<file path="config.mk">
export PLATFORM = sky130hd
export DESIGN_NAME = fpti_ctrl
export DESIGN_NICKNAME = d
export VERILOG_FILES = /design/src/rtl/fpti_pkg.sv /design/src/rtl/fpti_ctrl.sv
export SDC_FILE = /design/constraint.sdc
export NUM_CORES = 1
export LEC_CHECK = 0
export BUFFER_PORTS_ARGS = -buffer_cell sky130_fd_sc_hd__buf_2
export CAP_MARGIN = 20
export CORE_ASPECT_RATIO = 1.4
export CORE_MARGIN = 5
export CORE_UTILIZATION = 52
export CTS_CLUSTER_DIAMETER = 30
export DETAILED_ROUTE_END_ITERATION = 12
export PLACE_DENSITY = 0.86
export SETUP_SLACK_MARGIN = 0.2
export SLEW_MARGIN = 25
export SYNTH_ARGS = -nofsm -noshare
export SYNTH_HDL_FRONTEND = slang
export SYNTH_SLANG_ARGS = --single-unit
</file>
<file path="constraint.sdc">
create_clock -name clk_i -period 2.7 [get_ports clk_i]
set_clock_uncertainty 0.05 [all_clocks]
set_input_delay 0.54 -clock clk_i [delete_from_list [all_inputs] [get_ports clk_i]]
set_output_delay 0.54 -clock clk_i [all_outputs]
set_load 0.01 [all_outputs]
</file>
<file path="src/rtl/fpti_pkg.sv">
// ----------------------------------------------------------------------------
// fpti_pkg
// Shared types, constants and the compute sequence of the four-point table
// interpolator.
// ----------------------------------------------------------------------------
package fpti_pkg;

  localparam int unsigned TABLE_DEPTH_DEF = 64;
  localparam int unsigned MIN_POINTS      = 4;

  typedef enum logic [1:0] {
    RS_INSIDE = 2'd0,
    RS_BELOW  = 2'd1,
    RS_ABOVE  = 2'd2,
    RS_SHORT  = 2'd3
  } range_st_e;

  typedef enum logic [1:0] {
    RD_ZERO  = 2'd0,
    RD_IDX   = 2'd1,
    RD_FETCH = 2'd2
  } rd_sel_e;

  typedef enum logic [1:0] {
    SK_ONE = 2'd0,
    SK_DIV = 2'd1,
    SK_MUL = 2'd2
  } step_kind_e;

  // Compute sequence. U and V are the two ratios of a basis weight, W is the
  // weight, T accumulates the ordinate term.
  typedef enum logic [4:0] {
    ST_DIFF = 5'd0,  ST_RA   = 5'd1,  ST_RB   = 5'd2,
    ST_A0_U = 5'd3,  ST_A0_V = 5'd4,  ST_A0_W = 5'd5,  ST_A0_T = 5'd6,
    ST_A1_U = 5'd7,  ST_A1_V = 5'd8,  ST_A1_W = 5'd9,  ST_A1_T = 5'd10,
    ST_A2_U = 5'd11, ST_A2_V = 5'd12, ST_A2_W = 5'd13, ST_A2_T = 5'd14,
    ST_PA   = 5'd15,
    ST_B0_U = 5'd16, ST_B0_V = 5'd17, ST_B0_W = 5'd18, ST_B0_T = 5'd19,
    ST_B1_U = 5'd20, ST_B1_V = 5'd21, ST_B1_W = 5'd22, ST_B1_T = 5'd23,
    ST_B2_U = 5'd24, ST_B2_V = 5'd25, ST_B2_W = 5'd26, ST_B2_T = 5'd27,
    ST_PB   = 5'd28, ST_BL_A = 5'd29, ST_BL_B = 5'd30, ST_RES  = 5'd31
  } step_e;

  typedef struct packed {
    logic      load_wr;
    logic      start;
    logic      res_short;
    logic      res_y;
    range_st_e res_st;
    logic      rd_en;
    rd_sel_e   rd_sel;
    logic      idx_one;
    logic      idx_inc;
    logic      set_j;
    logic      fetch_wr;
    logic      exec;
    logic      div_start;
    logic      mul_start;
    logic      out_load;
    step_e     step;
  } ctrl_cmd_t;

  typedef struct packed {
    logic n_short;
    logic q_le_x;
    logic q_lt_x;
    logic q_eq_x;
    logic x_gt_q;
    logic idx_last;
    logic k_last;
    logic ra_div;
    logic div_done;
  } dp_stat_t;

  function automatic step_kind_e step_kind(step_e step);
    step_kind_e k;
    case (step) inside
      ST_DIFF, ST_RB, ST_PA, ST_PB, ST_RES: k = SK_ONE;
      ST_A0_W, ST_A0_T, ST_A1_W, ST_A1_T, ST_A2_W, ST_A2_T,
      ST_B0_W, ST_B0_T, ST_B1_W, ST_B1_T, ST_B2_W, ST_B2_T,
      ST_BL_A, ST_BL_B: k = SK_MUL;
      default: k = SK_DIV;
    endcase
    return k;
  endfunction

endpackage

</file>
<file path="src/rtl/fpti_ctrl.sv">
// ----------------------------------------------------------------------------
// fpti_ctrl
// Sequencer for table loads, the point search, neighbor fetch and compute.
// ----------------------------------------------------------------------------
module fpti_ctrl (
  input  logic                clk_i,
  input  logic                rst_ni,
  input  logic                in_valid_i,
  input  logic                kind_i,
  output logic                in_ready_o,
  input  logic                out_ready_i,
  output logic                out_valid_o,
  output fpti_pkg::ctrl_cmd_t cmd_o,
  input  fpti_pkg::dp_stat_t  stat_i
);
  import fpti_pkg::*;

  typedef enum logic [10:0] {
    S_IDLE = 11'b00000000001,
    S_RD0  = 11'b00000000010,
    S_CHK0 = 11'b00000000100,
    S_RDI  = 11'b00000001000,
    S_CHKI = 11'b00000010000,
    S_FRD  = 11'b00000100000,
    S_FWR  = 11'b00001000000,
    S_EXEC = 11'b00010000000,
    S_DIVW = 11'b00100000000,
    S_MULW = 11'b01000000000,
    S_DONE = 11'b10000000000
  } state_e;

  state_e     state_q, state_d;
  step_e      step_q, step_d;
  logic       out_valid_q;
  ctrl_cmd_t  cmd;
  step_e      step_nx;

  assign step_nx = step_e'(step_q + 5'd1);

  always_comb begin
    cmd        = '0;
    cmd.step   = step_q;
    cmd.rd_sel = RD_ZERO;
    cmd.res_st = RS_INSIDE;
    state_d    = state_q;
    step_d     = step_q;
    case (state_q)
      S_IDLE: begin
        if (in_valid_i) begin
          if (!kind_i) begin
            cmd.load_wr = 1'b1;
          end else begin
            cmd.start = 1'b1;
            if (stat_i.n_short) begin
              cmd.res_short = 1'b1;
              state_d       = S_DONE;
            end else begin
              state_d = S_RD0;
            end
          end
        end
      end
      S_RD0: begin
        cmd.rd_en  = 1'b1;
        cmd.rd_sel = RD_ZERO;
        state_d    = S_CHK0;
      end
      S_CHK0: begin
        if (stat_i.q_le_x) begin
          cmd.res_y  = 1'b1;
          cmd.res_st = stat_i.q_lt_x ? RS_BELOW : RS_INSIDE;
          state_d    = S_DONE;
        end else begin
          cmd.idx_one = 1'b1;
          state_d     = S_RDI;
        end
      end
      S_RDI: begin
        cmd.rd_en  = 1'b1;
        cmd.rd_sel = RD_IDX;
        state_d    = S_CHKI;
      end
      S_CHKI: begin
        if (stat_i.q_eq_x) begin
          cmd.res_y = 1'b1;
          state_d   = S_DONE;
        end else if (stat_i.x_gt_q) begin
          cmd.set_j = 1'b1;
          state_d   = S_FRD;
        end else if (stat_i.idx_last) begin
          // The last read point is the final one of the table.
          cmd.res_y  = 1'b1;
          cmd.res_st = RS_ABOVE;
          state_d    = S_DONE;
        end else begin
          cmd.idx_inc = 1'b1;
          state_d     = S_RDI;
        end
      end
      S_FRD: begin
        cmd.rd_en  = 1'b1;
        cmd.rd_sel = RD_FETCH;
        state_d    = S_FWR;
      end
      S_FWR: begin
        cmd.fetch_wr = 1'b1;
        if (stat_i.k_last) begin
          step_d  = ST_DIFF;
          state_d = S_EXEC;
        end else begin
          state_d = S_FRD;
        end
      end
      S_EXEC: begin
        case (step_kind(step_q))
          SK_ONE: begin
            cmd.exec = 1'b1;
            if (step_q == ST_RES) begin
              state_d = S_DONE;
            end else begin
              step_d = step_nx;
            end
          end
          SK_DIV: begin
            // Weight ra is a constant at both ends of the table.
            if (step_q == ST_RA && !stat_i.ra_div) begin
              cmd.exec = 1'b1;
              step_d   = step_nx;
            end else begin
              cmd.div_start = 1'b1;
              state_d       = S_DIVW;
            end
          end
          SK_MUL: begin
            cmd.mul_start = 1'b1;
            state_d       = S_MULW;
          end
          default: state_d = S_IDLE;
        endcase
      end
      S_DIVW: begin
        if (stat_i.div_done) begin
          cmd.exec = 1'b1;
          step_d   = step_nx;
          state_d  = S_EXEC;
        end
      end
      S_MULW: begin
        cmd.exec = 1'b1;
        step_d   = step_nx;
        state_d  = S_EXEC;
      end
      S_DONE: begin
        if (!out_valid_q || out_ready_i) begin
          cmd.out_load = 1'b1;
          state_d      = S_IDLE;
        end
      end
      default: state_d = S_IDLE;
    endcase
  end

  always_ff @(posedge clk_i or negedge rst_ni) begin
    if (!rst_ni) begin
      state_q     <= S_IDLE;
      step_q      <= ST_DIFF;
      out_valid_q <= 1'b0;
    end else begin
      state_q <= state_d;
      step_q  <= step_d;
      if (cmd.out_load) begin
        out_valid_q <= 1'b1;
      end else if (out_ready_i) begin
        out_valid_q <= 1'b0;
      end
    end
  end

  assign cmd_o       = cmd;
  assign in_ready_o  = (state_q == S_IDLE);
  assign out_valid_o = out_valid_q;

  a_done_loads: assert property (@(posedge clk_i) disable iff (!rst_ni)
    (state_q == S_DONE && !out_valid_q) |=> out_valid_q)
    else $error("finished result not moved to the output register");
  a_div_wait: assert property (@(posedge clk_i) disable iff (!rst_ni)
    stat_i.div_done |-> state_q == S_DIVW)
    else $error("divider finished outside its wait state");

endmodule

</file>
=== Word level (Yosys, flattened, before mapping) ===
Index checks and enable logic that the tools add are counted.

* Multiplexer cells: 56
* Div/mod/pow operators: 0
* Reduce and logical (&&, ||, !) cells: 12
* Equality and inequality tests: 42
* Bitwise operators: 0
* $lt $le $gt $ge: 0
* Shift operators: 0
* Multiply operators: 0
* Add/subtract/negate cells: 1

{| class="wikitable"
|+ Operators by type and width
! kind !! count
|-
| 11-bit two-way mux || 11
|-
| 11-bit one-hot mux with 11 select lines || 1
|-
| 5-bit equality test (second input constant) || 10
|-
| 11-bit one-hot mux with 3 select lines || 1
|-
| 5-bit by 4-bit equality test with 1-bit output (second input constant) || 5
|-
| 5-bit two-way mux || 4
|-
| 5-bit one-hot mux with 4 select lines || 1
|-
| 1-bit two-way mux || 19
|-
| 2-bit two-way mux || 8
|-
| 3-bit two-way mux || 5
|-
| 14-bit OR reduction || 1
|-
| 3-bit inequality test (second input constant) || 4
|-
| 6-bit AND reduction || 2
|-
| 11-bit by 1-bit equality test with 1-bit output (second input constant) || 1
|-
| 11-bit by 10-bit equality test with 1-bit output (second input constant) || 1
|-
| 11-bit equality test (second input constant) || 1
|-
| 11-bit by 2-bit equality test with 1-bit output (second input constant) || 1
|-
| 11-bit by 3-bit equality test with 1-bit output (second input constant) || 1
|-
| 11-bit by 4-bit equality test with 1-bit output (second input constant) || 1
|-
| 11-bit by 5-bit equality test with 1-bit output (second input constant) || 1
|-
| 11-bit by 6-bit equality test with 1-bit output (second input constant) || 1
|-
| 11-bit by 7-bit equality test with 1-bit output (second input constant) || 1
|-
| 11-bit by 8-bit equality test with 1-bit output (second input constant) || 1
|-
| 11-bit by 9-bit equality test with 1-bit output (second input constant) || 1
|-
| other kinds (22) || 28
|}

* Memories: 0
* Latch bits: 0
* Input bits: 14
* Bits in writable memories: 0
* Output and inout bits: 24
* Logic and storage cells: 114
* Register bits: 17
* Memory bits (read-only): 0

=== Logic depth before layout (Yosys ltp) ===
* Depth after elaboration: 8
* Depth in mapped cells: 7
* Depth with buffers taken out: 7

=== Worst setup path after synthesis ===
No wires, ideal clock.

* Kind: register to output
* From: reg state_q[3]
* To: out cmd_o[6] in the netlist's numbering
* Data required time: 2.110 ns
* Path slack: 0.158 ns
* Buffers on the path: 0
* Arrival time: 1.952 ns
* Stages on the path, launching flop included: 5
* Path through: dfrtp_1 > or4_4 > nor4_4 > nand2_1 > nor4b_1

{| class="wikitable"
|+ RTL lines
! item !! line !! source
|-
| start, declared || fpti_ctrl.sv:32 || <nowiki>state_e state_q, state_d;</nowiki>
|-
| start signal, assigned || fpti_ctrl.sv:169 || <nowiki>state_q <= state_d;</nowiki>
|-
| end, declared || fpti_ctrl.sv:13 || <nowiki>output fpti_pkg::ctrl_cmd_t cmd_o,</nowiki>
|}

==> flow_summary.yaml <==
timing:
  tightest_slew_ns: 0.727
  fin_crit_sh: 1.00
  hold_viol_final: 0
  rsz0062_at_grt: "true"
  fin_crit_ns: 2.70
  relSlewSlack: 0.509
  final_max_slew_viol_count: 0
  fmax_mhz: 370
  fin_ws_ns: -0.00142
  setup_violations: 2
  fin_hold_ws_ns: 0.0879
clocking:
  cts_tree: "done"
  path_clk_slew_ns: 0.11
  numCtsBuffers: 3
  htree_levels: 1
  cts_root_buf: "clkbuf_4"
  ctsLongestPathBuffers: 2
  cts.sinks: 17
  clk-insertion-delay-late_ns: 0.31
power:
  power_frac_clock: 0.155
  seq_power_share: 0.328
  power_w: 0.000941
  netSwitchingFraction: 0.391
  p_int_w: 0.000573
  switching_power_w: 0.000368
  power_density_mw_per_mm2: 448
  leakagePower_nw: 1.01
  ir_drop_mv: 0.427
  pwr-share-comb: 0.516
synth:
  synth_area_mm2: 0.00137
  synth_edf_count: 0
  synth.distinct_cells: 52
  synth_warnings: 0
  synthCells: 148
  yosysSeqAreaShare: 0.312
  synth_nets: 167
  syn-mean-instance-area_um2: 9.25
  synth-seq-cells: 17
  asyncSetResetFlopFracSynth: 1.00
  synthFlopType: "dfrtp_1"
grt:
  overflow: 0
  grt_max_degree: 18
  grt_pass1_wl_mm: 7.03
  track_usage: 0.252
  grt_pass1_vias: 1521
  antenna_found_initial: 0
cells_and_area:
  drive_gt1_frac: 0.578
  area_growth_pct: 53.5
  fin_area_mm2: 0.00210
  layout.nets: 238
  fillers: 156
  antennaDiodeCount: 0
floorplanning:
  start_util: 0.529
  dieArea_mm2: 0.00377
  die_h_um: 70.7
  io_pins: 38
  row_count: 22
  core_area_mm2: 0.00259
  die_x_um: 53.4
drt:
  vias_per_cell: 6.39
  route.detailed.drc: 0
  first_iter_violations: 90
  ant_nets: 0
  wl_per_cell_um: 20.8
  drt_pass1_iterations: 5
  finalWirelength_mm: 5.29
  num_vias: 1623
setup_path:
  startpoint: "state_q[2]"
  cp.required_ns: 2.11
  slowest_delay_ns: 0.58
  slowest_stage: "or4_4"
  critical_path.max_fanout: 3
  critPathCaptureType: "primary output"
  path_class: "flop to primary output"
  worstPathArrival_ns: 2.11
  r2r-start: "step_q[0]"
  crit_chain: "or4_4, nor4_4, nand2_2, nor4b_2, buf_2"
  cp-start-kind: "flop"
run:
  cap_violations: 0
placed_design:
  place_congestion: 0.922
  postPlaceCellArea_mm2: 0.00160
  dp_hpwl_mm: 2.95
  io_buffers: 37
worst_hold_path:
  hp-class: "primary input to asynchronous set/reset pin"
run_status:
  failed_checks: "negative setup slack"
  outcome: "complete, but fails checks"
-- cells by family after synthesis --
group | Yosys count | synth area share
buf+inv | 11 | 0.0448
xor+xnor | 3 | 0.0192
mux | 4 | 0.0302
fa+ha+maj | 5 | 0.0457
compound gates | 25 | 0.140
flops | 17 | 0.312
simple gates | 83 | 0.409
-- power by group through the flow --
stage / Sequential, W / Clock, W / Combinational (W)
after floorplan: 0.000309 / 0 / 0.000209
after global placement: 0.000313 / 0 / 0.000305
after detailed placement: 0.000315 / 0 / 0.000317
after CTS: 0.000306 / 0.000141 / 0.000409
after global routing: 0.000310 / 0.000160 / 0.000507
final: 0.000309 / 0.000146 / 0.000486
-- repair_timing --
action,4_1_cts,5_1_grt
setup endpoints to repair,16,18
hold buffers,0,0
setup buffers,21,9
resized for setup,35,27
pin swaps,16,9
-- cells in the mapped netlist, drive strengths merged (3+ instances only) --
cell type,count,area share
mux2i,3,0.022
or4,3,0.025
nor4b,6,0.038
or3,3,0.015
a21oi,3,0.011
o21ai,4,0.015
nand4,3,0.014
nor3b,5,0.027
and3b,3,0.019
nor2,7,0.019
inv,7,0.019
nand4b,3,0.019
buf,4,0.026
nand2b,4,0.018
nor2b,4,0.018
nor4,4,0.045
and3,7,0.032
nor3,7,0.029
dfrtp,16,0.29
ha,5,0.046
nand3,6,0.022
nand2,11,0.030
-- metrics by stage --
step	cells	TNS, ns	setup WS, ns	util
final	254	-0.00144	-0.00142	0.812
after global routing	254	-0.160	-0.0779	0.812
after CTS	245	0	0.0942	0.732
after detailed placement	220	0	0.149	0.618
after global placement	220	0	0.263	0.618
after floorplan	148	0	0.205	-
-- worst paths after layout --
| check | cells after the start | end | slack, ns |
|---|---|---|---|
| max in group asynchronous | 1 | step_q[1] | 2.19 |
| worst max-delay path | 5 | cmd_o[6] | -0.001 |
| worst max register to register | 8 | step_q[0] | 0.24 |
| min in group clk_i | 2 | state_q[5] | 0.38 |
| worst min-delay path | 1 | state_q[10] | 0.09 |
| worst min register to register | 2 | out_valid_o | 0.49 |
-- flip-flops by register name, indices dropped and copies added, names as in the netlist --
signal	cells
step_q	5
state_q	11
out_valid_o	1
-- final cells by class --
| cell class | instances | area, um^2 | area share |
|---|---|---|---|
| repair buffers | 70 | 485 | 0.231 |
| flip-flops and latches | 17 | 440 | 0.210 |
| inverters | 7 | 26.3 | 0.0125 |
| well taps | 36 | 45.0 | 0.0214 |
| multi-input cells | 120 | 1080 | 0.513 |
| clock buffers | 4 | 26.3 | 0.0125 |
-- per-layer routing --
metal | GRT usage | part of all wire | wire length [um]
met1 | 0.260 | 0.32 | 1710
met2 | 0.446 | 0.55 | 2890
met3 | 0.0295 | 0.061 | 321
met4 | 0.176 | 0.069 | 366
met5 | 0 | 0 | 0
-- worst max-delay path, delay by kind of cell, from the launching register on --
| family | cells | cell delay (ns) |
|---|---|---|
| buffers and inverters | 1 | 0.18 |
| DFF | 1 | 0.43 |
| and+or+nand+nor | 4 | 1.19 |
-- cells in the final DEF, fill, tap and decap left out, types with 3 or more instances in the layout --
cell / n
buf_6: 10
o21ai_0: 3
nand3_1: 6
nand2b_1: 4
nand4_1: 3
nand2_1: 10
and3_4: 3
dfrtp_1: 5
and3b_1: 3
nor4b_1: 4
buf_2: 31
mux2i_1: 3
nor3_2: 4
buf_4: 29
or4_4: 3
or3_4: 3
nor3b_1: 3
inv_1: 6
clkbuf_4: 3
and3_1: 4
dfrtp_2: 11
nor2b_1: 3
nor2_4: 3
nand4b_1: 3
nor2_1: 4
nor3_1: 3
Power figures use the tool's default switching activity.
